## src/hw/rtl/fub_ram.sv

```systemverilog
`timescale 1ns / 1ps
`default_nettype none
// ----------------------------------------------------------------------------
// fub_ram: generic single-write, single-read RAM
// One write port and one read port with a registered, enabled read.
// ----------------------------------------------------------------------------
module fub_ram #(
  parameter int WIDTH = 8,
  parameter int DEPTH = 512
) (
  input  wire logic                     clk,
  input  wire logic                     wr_en,
  input  wire logic [$clog2(DEPTH)-1:0] wr_addr,
  input  wire logic [WIDTH-1:0]         wr_data,
  input  wire logic                     rd_en,
  input  wire logic [$clog2(DEPTH)-1:0] rd_addr,
  output logic      [WIDTH-1:0]         rd_data
);

  logic [WIDTH-1:0] mem_r [DEPTH];
  logic [WIDTH-1:0] rd_data_r;

  always_ff @(posedge clk) begin
    if (wr_en) begin
      mem_r[wr_addr] <= wr_data;
    end
    if (rd_en) begin
      rd_data_r <= mem_r[rd_addr];
    end
  end

  assign rd_data = rd_data_r;

endmodule
`default_nettype wire

```

## config.mk

```make
export PLATFORM = sky130hd
export DESIGN_NAME = fub_ram
export DESIGN_NICKNAME = d
export VERILOG_FILES = /design/src/hw/rtl/fub_ram.sv
export SDC_FILE = /design/constraint.sdc
export NUM_CORES = 2
export LEC_CHECK = 0
export ABC_AREA = 1
export BUFFER_PORTS_ARGS = -buffer_cell sky130_fd_sc_hd__buf_2
export CAP_MARGIN = 5
export CELL_PAD_IN_SITES_DETAIL_PLACEMENT = 1
export CELL_PAD_IN_SITES_GLOBAL_PLACEMENT = 1
export CORE_MARGIN = 2
export CORE_UTILIZATION = 45
export CTS_CLUSTER_DIAMETER = 80
export DETAILED_ROUTE_END_ITERATION = 7
export PLACE_DENSITY_LB_ADDON = 0.1
export SLEW_MARGIN = 20
export SYNTH_ARGS = -nofsm -noshare
export SYNTH_HDL_FRONTEND = slang
export SYNTH_SLANG_ARGS = --single-unit
```

## constraint.sdc

```tcl
create_clock -name clk -period 2.2 [get_ports clk]
set_clock_uncertainty 0.2 [all_clocks]
set_input_delay 0.33 -clock clk [delete_from_list [all_inputs] [get_ports clk]]
set_output_delay 0.33 -clock clk [all_outputs]
set_load 0.01 [all_outputs]
```

# Yosys cells after proc, flatten, opt, wreduce, memory -nomap -nowiden
# Memory sizes are Yosys's and may differ from the RTL's. A register that Yosys moved wholly into a read port is not among the register bits.
# Index checks and enable logic that the tools add are counted.
[totals]
ff_bits = 0
mem_bits_rw = 4096
out_inout_bits = 8
input_bits = 29
elab_cells = 3
mem_count = 1
[mem_list]
columns = ["memory", "depth", "width", "read_ports", "rd_ports_with_merged_regs", "write_ports", "line_no", "rtl"]
rows = [
  ["mem_r", 512, 8, 1, 1, 1, "20", "logic [WIDTH-1:0] mem_r [DEPTH];"],
]
[classes]
muxes = 2
[ops]
columns = ["cell", "count"]
rows = [
  ["2-to-1 mux 1 bit", 2],
]

# Longest topological paths before layout
[depth]
ltp_word = 2
ltp_mapped = 15
ltp_nobuf = 11

# Least setup slack after synthesis
# OpenSTA, ideal clock, no wires.
[synth_path]
kind = "input port to flip-flop"
start = "input port wr_addr[4]"
end = "memory mem_r[213][0], enable pin"
arrival_ns = 1.551
path_slack_ns = 0.079
stages = 7
path_buffers = 1
setup_ns = 0.370
path_cell_list = "inv_1 nor2_1 inv_1 nor2_1 inv_1 clkbuf_1 nor2_1"
[synth_lines]
columns = ["element", "line_no", "rtl"]
rows = [
  ["start: declaration", "13", "input wire logic [$clog2(DEPTH)-1:0] wr_addr,"],
  ["end: declaration", "20", ""],
]
# Straight into the memory's write port.

# Worst setup path in the final report
[layout_path]
start = "register rd_data_r[1], in the netlist rd_data[1], read port of mem_r"
end = "output port rd_data[1]"
[layout_lines]
columns = ["element", "line_no", "rtl"]
rows = [
  ["start: declaration", "21", "logic [WIDTH-1:0] rd_data_r;"],
  ["end: declaration", "17", "output logic [WIDTH-1:0] rd_data"],
]
# No word-level cell between the ends.

==> results.md <==
- Critical path type: flop to primary output
- GR Overflow Total: 0
- Row cnt: 223
- Top cells by area, synth: edfxtp_1, nand3_1, nand2_1, buf_2, nor2_1
- Hold-critical path depth: 6
- Slew margin rel.: ~53%
- Vias after detailed routing: about 120k
- Min Hold Slack: 85.4 ps
- Slew Limit Fails: 0
- Iter 0 DRT Violations: around 12000
- Critical path peak fanout: 1
- Yosys warns: 0
- Worst-Skew Late Latency: about 1000 ps
- RePlAce Congestion: roughly 0.9
- Crit-path max cell delay: ~660 ps
- Vias/cell: around 5.7
- Reg power frac: approximately 50%
- Sequential cell area fraction in the yosys report: around three quarters
- Post-route ant nets: 0
- Layout area overhead: 19.9%
- Pint: roughly 130 mW
- Crit start category: flop
- Root buffer cell: clkbuf_16
- Combinational power share: approximately 7%
- Setup violators final: 8
- Overall global routing resource usage: between 20% and 30%
- Post-synth ARST share: 0%
- Status: complete, but fails checks
- Remaining DRCs: 0
- Initial Util: between 40% and 50%
- Vias in the first global route: between 100k and 150k
- Top delay family on crit path: flip-flops
- CP Capture Type: primary output
- Post-synth top cells: nand2_1, edfxtp_1, nand3_1, buf_2, nor2_1
- Final Hold Fails: 0
- Port Buf Inserts: 36
- Worst-case clock buffer depth: 4
- Die Footprint: between 0.3 and 0.4 mm²
- Library cells used by synthesis: 15
- Largest net degree at the start of global routing: between 100 and 150
- RSZ-0062 raised after global routing: true
- First-pass GRT wire length: between 800 and 900 mm
- Hold Crit Class: input port to flop
- PD cells: about 860 mW/mm²
- Net Sw Power: between 30 and 40 mW
- Hold EP: mem_r[284][4]
- Final net count: between 10000 and 15000
- Sw frac: a little under a quarter
- Max-cap viol count: 0
- Clock share of power: between 40% and 50%
- Post-synth EDFFs: between 4000 and 5000
- Setup tns final: -959 ps
- Initial antenna violation count: 33
- Failing checks: negative setup slack
- First-pass detailed-route iteration total: 6
- Worst-Margin Slew: about 710 ps
- VDD IR max: between 0.0007 and 0.0008 V
- Cells after synthesis: 13900
- CTS Buf Count: 434
- Req. time, crit path: roughly 1700 ps
- Most common cell in the synthesized netlist: nand2_1
- WP depth: 1
- Core area: approximately 0.37 mm²
- Clock sink count: approximately 4100
- CTS tree: done
- Depth of the most critical reg-to-reg path: 11
- Static leakage: 72.1 nW
- H-tree lvl count: 5
- Minimum clock period: ~2400 ps
- Crit-path slowest cell: edfxtp_1
- Chip height: ~610 µm
- F_max: roughly 0.42 GHz
- Flop-to-flop setup slack: about 20 ps
- Clk slew on worst S/H paths: 60 ps
- Proportion of netlist area held by the largest area contributor: 73.9%
- Final worst slack: -197 ps
- Synth area leader: edfxtp_1
- FF+latch count, synth: between 4000 and 5000
- Dpl hpwl: 359 mm
- Syn_nets: about 14000
- Arrival time worst endpoint: 1870 ps
- Reg2reg start: mem_r[107][5]
- Tcrit/Tclk final: 109%
- I/O pin count: 37
- CP bufs+invs: 1
- RR Endpoint: rd_data[5]
- Die X: between 600 and 700 µm
- Drt wl/cell: between 20 and 30 µm
- Final WL: 554 mm
- Critical path, cell by cell: buf_2
- Layout cell share with drive strength beyond 1: between 15 and 20%
- Post-Syn Area per Cell: between 10 and 15 µm²
- Cell area after synthesis: between 0.15 and 0.2 mm²
- Min-delay src: wr_addr[0]
- Ys flop type: edfxtp_1
==> per-layer routing <==
metal | vias to the layer above | global-route usage (%) | wire length, µm
met5 | - | 0 | 19
met4 | 2 | 8.88 | 18100
met3 | 810 | 3.43 | 35300
met2 | 3885 | 48.5 | 268000
met1 | 60000 | 40.6 | 233000
li1 | 51600 | - | -
==> how the worst max path moves through the flow <==
stage               endpoint        from  slack, ps
2_1_floorplan  mem_r[213][0]  wr_addr[4]         80
3_3_place_gp      rd_data[7]  rd_addr[1]      -1230
3_5_place_dp      rd_data[5]  rd_addr[1]      -1230
4_1_cts           rd_data[1]  rd_data[1]       -280
5_1_grt           rd_data[1]  rd_data[1]       -220
6_report          rd_data[1]  rd_data[1]       -200
==> per-stage QoR <==
step	total power, mW	instance area [µm²]	setup slack, ps	utilization, %	std cells
finish	172	200000	-197	54.2	20200
global route	176	200000	-220	54.2	20200
CTS	172	199000	-284	53.9	20200
detailed placement	99.6	184000	-1230	49.8	19400
global placement	99.3	184000	-1230	49.8	19400
floorplan	93.2	167000	79.0	-	13900
==> cells by family after synthesis <==
| kind of cell | count (synthesis) | synth area share, % |
|---|---|---|
| and+or+nand+nor | 8765 | 22.8 |
| buffers and inverters | 1022 | 3.33 |
| DFF | 4104 | 73.9 |
==> sequential cells by signal, summed over array words and instances (netlist names) <==
| signal | cells |
|---|---|
| mem_r | 4096 |
| rd_data | 8 |
==> power groups by stage <==
stage,registers (mW),logic [mW],clock network [mW]
floorplan,87.8,5.33,0
global placement,87.8,11.5,0
detailed placement,87.8,11.8,0
CTS,86.2,12.1,74.1
global route,86.1,13.1,76.8
finish,86.2,12.3,73.1
==> repair_timing <==
action / CTS / global route
setup endpoints to repair: 16 / 16
gates resized for setup: 168 / 217
endpoints found under the hold margin: 3644 / 0
hold buffers: 13 / 0
pin swaps: 10 / 44
gates cloned: 1 / 0
buffers inserted: 5 / 0
==> placed cells by master, fill, tap and decap left out, types with 2 or more instances in the layout <==
master,synthesis,layout
clkinvlp_4,0,16
inv_8,0,2
dlygate4sd3_1,0,13
edfxtp_1,4104,4104
clkinv_4,0,3
buf_8,4,11
inv_16,0,4
buf_12,1,336
buf_2,517,19
nor3_1,11,11
nand2_1,4160,4144
clkinv_1,0,109
clkbuf_1,184,88
nor2_1,514,512
nand3_2,0,272
diode_2,0,9
nand2_4,0,15
nand3_4,0,44
bufinv_16,0,47
inv_1,34,32
nand3_1,4080,3764
clkinv_2,0,76
clkbuf_16,0,443
clkinv_16,0,2
nor2_2,0,2
inv_6,0,8
buf_16,0,4
buf_6,72,18
clkinv_8,0,4
buf_4,123,1172
==> cell type report <==
cell class / instances / area, µm²
diodes: 9 / 22.5
fillers: 37400 / 169000
inverters: 39 / 213
flip-flops and latches: 4104 / 123000
well taps: 4950 / 6190
clock inverters: 265 / 2560
multi-input cells: 8765 / 40100
clock buffers: 531 / 11400
repair buffers: 1574 / 16300
Power figures use the tool's default switching activity.
