## src/hw/rtl/fub_pkg.sv

```systemverilog
`timescale 1ns / 1ps
`default_nettype none
// ----------------------------------------------------------------------------
// fub_pkg: shared definitions of the fire upward blur filter
// Frame limits, field widths, register indexes, kernel operand bundle and the
// constant dividers used by the blur kernel.
// ----------------------------------------------------------------------------
package fub_pkg;

  localparam int MAX_WIDTH  = 512;
  localparam int MAX_HEIGHT = 512;

  localparam int PIX_W = 8;
  localparam int COL_W = $clog2(MAX_WIDTH);
  localparam int ROW_W = $clog2(MAX_HEIGHT);
  localparam int CFG_W = 10;

  localparam int MIN_WIDTH  = 3;
  localparam int MIN_HEIGHT = 4;

  localparam logic [COL_W-1:0] WIDTH_LAST_RST  = COL_W'(320 - 1);
  localparam logic [ROW_W-1:0] HEIGHT_LAST_RST = ROW_W'(240 - 1);

  typedef logic [PIX_W-1:0] pix_t;
  typedef logic [COL_W-1:0] col_t;
  typedef logic [ROW_W-1:0] row_t;

  typedef enum logic {
    CFG_FRAME_WIDTH  = 1'b0,
    CFG_FRAME_HEIGHT = 1'b1
  } cfg_idx_t;

  // Window: entries 0/1 are row r-2 at columns c-2/c-1, 2/3 row r-1, 4/5 row r.
  typedef pix_t [5:0] win_t;

  typedef struct packed {
    win_t win;
    pix_t older_pix;
    pix_t newer_pix;
    pix_t cur_pix;
    logic full_weight;
  } kernel_in_t;

  // Last column index of a frame, with the width clamped to its legal range.
  function automatic col_t width_last(input logic [CFG_W-1:0] v);
    logic [CFG_W-1:0] eff;
    if (v < CFG_W'(MIN_WIDTH)) begin
      eff = CFG_W'(MIN_WIDTH);
    end else if (v > CFG_W'(MAX_WIDTH)) begin
      eff = CFG_W'(MAX_WIDTH);
    end else begin
      eff = v;
    end
    return COL_W'(eff - CFG_W'(1));
  endfunction

  function automatic row_t height_last(input logic [CFG_W-1:0] v);
    logic [CFG_W-1:0] eff;
    if (v < CFG_W'(MIN_HEIGHT)) begin
      eff = CFG_W'(MIN_HEIGHT);
    end else if (v > CFG_W'(MAX_HEIGHT)) begin
      eff = CFG_W'(MAX_HEIGHT);
    end else begin
      eff = v;
    end
    return ROW_W'(eff - CFG_W'(1));
  endfunction

  // Sum of at most 12*255 divided by 12: divide by 4 with a shift, then by 3
  // with the reciprocal 683/2048, exact for quotients of up to 765.
  function automatic pix_t div12(input logic [11:0] s);
    logic [19:0] p;
    p = 20'(s[11:2]) * 20'd683;
    return p[18:11];
  endfunction

  // Sum of at most 7*255 divided by 7 through the reciprocal 2341/16384.
  function automatic pix_t div7(input logic [10:0] s);
    logic [21:0] p;
    p = 22'(s) * 22'd2341;
    return p[21:14];
  endfunction

endpackage
`default_nettype wire

```

## src/hw/rtl/fub_kernel.sv

```systemverilog
`timescale 1ns / 1ps
`default_nettype none
// ----------------------------------------------------------------------------
// fub_kernel: blur and decay of one destination pixel
// Weighted window sum, constant divide by 12 or 7, minus one clamped at zero.
// ----------------------------------------------------------------------------
module fub_kernel (
  input  wire fub_pkg::kernel_in_t k_in,
  output fub_pkg::pix_t            value
);

  import fub_pkg::*;

  logic [11:0] five_cur;
  logic [11:0] full_sum;
  logic [10:0] part_sum;
  pix_t        quot;

  always_comb begin
    five_cur = (12'(k_in.win[5]) << 2) + 12'(k_in.win[5]);
    full_sum = 12'(k_in.win[0]) + 12'(k_in.older_pix) + 12'(k_in.win[2])
             + 12'(k_in.win[3]) + 12'(k_in.newer_pix) + 12'(k_in.win[4])
             + five_cur + 12'(k_in.cur_pix);
    part_sum = 11'(12'(k_in.win[3]) + five_cur + 12'(k_in.cur_pix));
    quot     = k_in.full_weight ? div12(full_sum) : div7(part_sum);
    value    = (quot != '0) ? quot - PIX_W'(1) : '0;
  end

endmodule
`default_nettype wire

```

## config.mk

```make
export PLATFORM = sky130hd
export DESIGN_NAME = fub_kernel
export DESIGN_NICKNAME = d
export VERILOG_FILES = /design/src/hw/rtl/fub_pkg.sv /design/src/hw/rtl/fub_kernel.sv
export SDC_FILE = /design/constraint.sdc
export NUM_CORES = 1
export LEC_CHECK = 0
export ABC_AREA = 1
export BUFFER_PORTS_ARGS = -buffer_cell sky130_fd_sc_hd__buf_4
export CORE_MARGIN = 5
export CORE_UTILIZATION = 50
export DETAILED_ROUTE_END_ITERATION = 8
export PLACE_DENSITY = 0.7
export SETUP_SLACK_MARGIN = 0.5
export SLEW_MARGIN = 10
export SYNTH_ARGS = -nofsm -noshare
export SYNTH_HDL_FRONTEND = slang
export SYNTH_SLANG_ARGS = --single-unit
```

## constraint.sdc

```tcl
create_clock -name vclk -period 12.15
set_input_delay 1.215 -clock vclk [all_inputs]
set_output_delay 1.215 -clock vclk [all_outputs]
set_load 0.005 [all_outputs]
```

Word level (Yosys, flattened, before mapping) --
Cells that the tools add are included.
Storage, ports and cells: bits in registers 0, latch bits 0, memory bits (writable) 0, bits in read-only memories 0, bits of input ports 73, output and inout port bits 8, word-level logic and storage cells 16, memories 0
Cells by class: add/subtract/negate cells 11, multiply operators 2, div/mod/pow operators 0, order comparisons 0, equality and inequality tests 0, shift operators 0, multiplexer cells 2, bitwise gates (word level) 0, reductions and logical operators 1
Operators by type and width (number):
- adder 12 x 8 -> 12 bit | 2
- adder 10 x 8 -> 11 bit | 2
- multiplier 11 x 12 -> 22 bit, second input constant | 1
- multiplier 10 x 10 -> 19 bit, second input constant | 1
- 2-to-1 mux 8 bit | 2
- adder 11 x 8 -> 12 bit | 1
- adder 12 x 11 -> 12 bit | 1
- adder 11 x 8 -> 11 bit | 1
- adder 8 x 11 -> 11 bit | 1
- adder 9 x 8 -> 10 bit | 1
- adder 8 x 8 -> 9 bit | 1
- nonzero test 8 bit | 1
- subtractor 8 x 1 -> 8 bit, second input constant | 1

Logic depth before layout (Yosys ltp) --
Gate-level depths: netlist (run 1).
depth in word-level cells 11, gate-level depth with buffers 48, gate-level depth less buffers 48

Least setup slack after synthesis (run 1) --
OpenSTA, ideal clock, no wires.
kind input to output, start input k_in[65] (netlist name), end output value[1], data arrival time 8.721 ns, required time 10.935 ns, slack 2.214 ns, cell stages on the path 42, buffers on the path 0, cells stage by stage ha_1 fa_1 nand3_1 nand2_1 xor2_1 inv_1 fa_1 inv_1 fa_1 inv_1 fa_1 inv_1 ha_1 nand2_1 nand2_1 a21oi_1 inv_1 or2_2 [... 6 more ...] inv_1 fa_1 inv_1 ha_1 nand2_1 nand2_1 a21oi_2 inv_1 a21oi_1 nand2_1 nand2_1 nand3_1 nand2_1 nand2_1 nor2_4 nand2_2 a21oi_4 nor2_1
Between the ends: longest elaborated chain between the ends 7, elaborated cells on any way between the ends 11, classes of those cells add/sub (6); mul (2); mux (2); reduce/logical (1)
Ends and longest elaborated chain:
- start: declaration | RTL line fub_kernel.sv:8 | input wire fub_pkg::kernel_in_t k_in,
- adder 10 x 8 -> 11 bit * | RTL line fub_kernel.sv:20 | five_cur = (12'(k_in.win[5]) << 2) + 12'(k_in.win[5]);
- adder 8 x 11 -> 11 bit / adder 12 x 11 -> 12 bit (equally long branches) | RTL line fub_kernel.sv:24, fub_kernel.sv:23
- adder 11 x 8 -> 11 bit / adder 12 x 8 -> 12 bit (equally long branches) | RTL line fub_kernel.sv:24, fub_kernel.sv:23
- multiplier 11 x 12 -> 22 bit / multiplier 10 x 10 -> 19 bit (equally long branches) | RTL line fub_pkg.sv:80, fub_pkg.sv:73
- 2-to-1 mux 8 bit * | RTL line fub_kernel.sv:25 | quot = k_in.full_weight ? div12(full_sum) : div7(part_sum);
- subtractor 8 x 1 -> 8 bit / nonzero test 8 bit (equally long branches) | RTL line fub_kernel.sv:26 | value = (quot != '0) ? quot - PIX_W'(1) : '0;
- 2-to-1 mux 8 bit * | RTL line fub_kernel.sv:26
- end: declaration | RTL line fub_kernel.sv:9 | output fub_pkg::pix_t value
Every way passes the cells marked *; elsewhere a longest branch is shown, timed or not.

Worst setup path in the final report (run 1) --
start input k_in[65] (netlist name), end output value[4]
Same word-level chain as after synthesis.

==> results of run 1 <==
-- worst max path at each step --
stage / start / endpoint / slack [ns] / cells after the start
final: k_in[65] / value[4] / 1.35 / 42
after global routing: k_in[65] / value[3] / 0.73 / 46
after CTS: k_in[65] / value[4] / 1.30 / 42
after detailed placement: k_in[65] / value[4] / 1.32 / 42
after global placement: k_in[65] / value[5] / 1.38 / 44
after floorplan: k_in[65] / value[1] / 2.21 / 42
-- cell usage after synthesis, types with 2 or more instances --
master,number,share of area
a21o_1,3,0.0032
nor2_4,3,0.0049
nand2_1,196,0.11
xnor2_1,7,0.0088
nand4_1,6,0.0054
inv_1,281,0.15
xor2_1,24,0.030
nand3_1,60,0.043
o21ai_0,8,0.0058
nand3b_1,3,0.0032
nor2_1,50,0.027
a21oi_2,4,0.0050
nand2_2,7,0.0063
nor3_1,5,0.0036
or2_2,2,0.0018
a21oi_1,33,0.024
inv_2,3,0.0016
o21bai_1,8,0.0086
nor3_2,2,0.0029
a31o_2,2,0.0025
ha_1,153,0.28
nor2_2,5,0.0045
fa_1,88,0.25
-- layout make-up --
type,count,area (um2)
multi-input cells,682,5889
inverters,284,1066
fillers,1354,6045
well taps,180,225.2
repair buffers,73,548.0
-- cells by family after synthesis --
logic type | synth area share
compound gates | 0.06185
fa+ha+maj | 0.5282
simple gates | 0.2132
xor+xnor | 0.04297
buf+inv | 0.1537
-- per-stage QoR --
stage | cell area [um2] | instances | setup WS, ns | hold slack (ns) | utilization
2_1_floorplan | 6959 | 967 | 2.214 | 2.907 | -
3_3_place_gp | 7729 | 1219 | 1.375 | 2.976 | 0.5611
3_5_place_dp | 7729 | 1219 | 1.324 | 2.973 | 0.5611
4_1_cts | 7729 | 1219 | 1.296 | 2.975 | 0.5611
5_1_grt | 7729 | 1219 | 0.7282 | 3.016 | 0.5611
6_report | 7729 | 1219 | 1.355 | 2.971 | 0.5611
-- layer usage --
layer	vias up	GRT usage
met4	0	0.006242
met5	-	0
met2	45	0.3460
met1	2599	0.2484
li1	3085	-
met3	7	0.002500
-- worst max-delay path: cells and delay by family --
kind / cells / cell delay [ns]
xor gates and xnor gates: 1 / 0.22
buffers and inverters: 11 / 0.80
adders and majority gates: 13 / 5.12
AOI/OAI and AO/OA: 2 / 0.30
and+or+nand+nor: 15 / 1.92
==> run_results.csv, run 1 <==
group,metric,value,unit
outcome,status,"finished clean",
place,gp_congestion,0.8592,
setup_path,path_max_fanout,6,
drt,drt_pass1_iterations,4,
drt,top_layer,"met4",
drt,wl,13970,um
setup_path,cp.arrival,9.58,ns
floorplan,initial_core_util,0.5053,
floorplan,fp.dieArea,0.01638,mm2
sta,timing.final.crit_share,0.8885,
sta,fmax,92.63,MHz
finish,final_common_cell,"inv_1",
logic_synthesis,avgSynthCellArea,7.197,um2
finish,diodes,0,
worst_hold_path,whs_endpoint,"value[3]",
drt,viasPerCell,4.705,
sta,period_needed,10.80,ns
logic_synthesis,synth.distinct_cells,37,
flow_run,maxCapViolations,0,
clock_network,post_cts_buffers,0,
setup_path,critPathMaxStageDelay,0.53,ns
logic_synthesis,synth_seq_area_share,0,
finish,nets,1355,
drt,wl_met2,6996,um
global_route,grt_max_degree,10,
finish,nClkBuffers,0,
logic_synthesis,syn_nets,1281,
finish,drive_gt1_frac,0.1049,
setup_path,startpoint_type,"input pin",
drt,wl_met1,6625,um
finish,most-common-layout-cells,"inv_1 (281), nand2_1 (196), ha_1 (153)",
logic_synthesis,yosysWarnings,0,
floorplan,ioPinCount,81,
logic_synthesis,syn_inst,967,
logic_synthesis,netlist_area,0.006959,mm2
drt,wl_met3,296,um
sta,worst_slew_pin_slew,0.6704,ns
sta,maxSlewViolCount,0,
drt,first_iter_violations,231,
drt,detail-route-antenna-nets,0,
finish,regArea,0,um2
floorplan,die_y,128.0,um
global_route,track_usage,0.1834,
sta,rsz0062_at_grt,"false",
worst_hold_path,holdPathStages,5,
sta,slew_headroom,0.5515,
global_route,grt_overflow,0,
worst_hold_path,hp-start,"k_in[0]",
place,dp_hpwl,13300,um
sta,setup_viol,0,
global_route,grt_first_pass_wirelength,25960,um
sta,hold_violations,0,
finish,seq_cells,0,
global_route,grt_pass1_vias,6092,
floorplan,die_w,128.0,um
drt,vias,5736,
floorplan,core-area,0.01377,mm2
worst_hold_path,hold_path_class,"input pin to primary output",
clock_network,cts_resized,0,
setup_path,crit_required,10.93,ns
setup_path,cp-end-kind,"primary output",
clock_network,hold_buffers,0,
finish,synthToLayoutAreaGrowth,11.06,%
setup_path,crit_top_cell,"inv_1",
global_route,antenna_found_initial,0,
floorplan,row_count,43,
drt,drc_errors,0,
sta,fin_setup_tns,0,ns
drt,wl_per_cell,11.46,um
place,io_buffers,73,
setup_path,path_class,"input pin to primary output",
setup_path,crit_slowest_cell,"fa_1",
Power of run 1 is not shown: default switching activity piles up to over one toggle a cycle in this logic, so the estimate is an artifact.
==> run 2: changes to the inputs <==
--- a/config.mk
+++ b/config.mk
@@ -7,6 +7,7 @@
 export LEC_CHECK = 0
 export ABC_AREA = 1
 export BUFFER_PORTS_ARGS = -buffer_cell sky130_fd_sc_hd__buf_4
+export CORE_ASPECT_RATIO = 1.1
 export CORE_MARGIN = 5
 export CORE_UTILIZATION = 50
 export DETAILED_ROUTE_END_ITERATION = 8
==> run_results.csv, run 2 (synthesis gave the netlist of run 1 again) <==
group,metric,value,unit
sta,rsz0062_at_grt,"false",
finish,nClkBuffers,0,
floorplan,core-area,0.01374,mm2
clock_network,hold_buffers,0,
finish,regArea,0,um2
setup_path,path_depth,42,
global_route,grt_pass1_vias,5957,
setup_path,cpLargestDelayFamily,"adder cells",
global_route,grt_first_pass_wirelength,25270,um
sta,fmax,92.54,MHz
finish,most-common-layout-cells,"inv_1 (281), nand2_1 (196), ha_1 (153)",
setup_path,path_max_fanout,6,
sta,period_needed,10.81,ns
floorplan,initial_core_util,0.5066,
place,gp_congestion,0.8868,
floorplan,die_w,122.5,um
floorplan,ioPinCount,81,
finish,diodes,0,
setup_path,crit_slowest_cell,"fa_1",
clock_network,cts_resized,0,
finish,synthToLayoutAreaGrowth,11.20,%
worst_hold_path,holdPathStages,5,
sta,slew_headroom,0.5807,
sta,worst_slew_pin_slew,0.6268,ns
sta,maxSlewViolCount,0,
sta,fin_setup_tns,0,ns
sta,setup_viol,0,
clock_network,post_cts_buffers,0,
place,io_buffers,73,
setup_path,startpoint_type,"input pin",
global_route,track_usage,0.1818,
drt,drc_errors,0,
setup_path,cp.arrival,9.59,ns
sta,timing.final.crit_share,0.8894,
drt,wl_met2,7183,um
drt,first_iter_violations,194,
finish,seq_cells,0,
drt,viasPerCell,4.723,
global_route,grt_max_degree,10,
setup_path,path_class,"input pin to primary output",
drt,wl,14040,um
setup_path,crit_required,10.93,ns
worst_hold_path,hold_path_class,"input pin to primary output",
setup_path,critPathMaxStageDelay,0.54,ns
floorplan,row_count,45,
setup_path,cp-end-kind,"primary output",
place,dp_hpwl,13200,um
outcome,status,"finished clean",
drt,detail-route-antenna-nets,0,
finish,num-fill-cells,1388,
finish,final_common_cell,"inv_1",
flow_run,maxCapViolations,0,
drt,drt_pass1_iterations,4,
place,postPlaceCellArea,0.007739,mm2
setup_path,path_buf_inv,11,
drt,wl_per_cell,11.45,um
finish,drive_gt1_frac,0.1049,
finish,fin_area,0.007739,mm2
drt,wl_met1,6432,um
drt,vias,5795,
drt,wl_met3,275,um
global_route,grt_overflow,0,
floorplan,die_y,133.7,um
global_route,antenna_found_initial,0,
finish,nets,1355,
floorplan,fp.dieArea,0.01638,mm2
sta,hold_violations,0,
drt,top_layer,"met4",
setup_path,crit_top_cell,"inv_1",
## run 2: tightest hold or removal path, stage by stage
cell and delay (ns):
buf_4 0.15, nand3_2 0.13, a21oi_4 0.09, nor2_1 0.08, buf_4 0.11
## run 2: layout make-up
cell class / count / area, um2 / share of cell area
Inverter: 284 / 1066 / 0.1378
Tap cell: 188 / 235.2 / 0.03040
Multi-Input combinational cell: 682 / 5889 / 0.7610
Timing Repair Buffer: 73 / 548.0 / 0.07082
## run 2: per-stage QoR
| step | std cells | util | setup slack (ns) | hold slack (ns) |
|---|---|---|---|---|
| floorplan | 967 | - | 2.214 | 2.907 |
| global placement | 1227 | 0.5633 | 1.432 | 2.990 |
| detailed placement | 1227 | 0.5633 | 1.345 | 2.993 |
| CTS | 1227 | 0.5633 | 1.306 | 2.995 |
| global route | 1227 | 0.5633 | 0.5979 | 3.032 |
| finish | 1227 | 0.5633 | 1.343 | 2.989 |
## run 2: worst paths after layout
check	endpoint	slack (ns)	from
max	value[3]	1.34	k_in[65]
min	value[1]	2.99	k_in[0]
## run 2: per-layer routing
metal | GRT usage | vias up
li1 | - | 3079
met1 | 0.2391 | 2650
met3 | 0.004671 | 10
met2 | 0.3413 | 56
met4 | 0.01805 | 0
met5 | 0 | -
Power of run 2 is left out for the same reason.
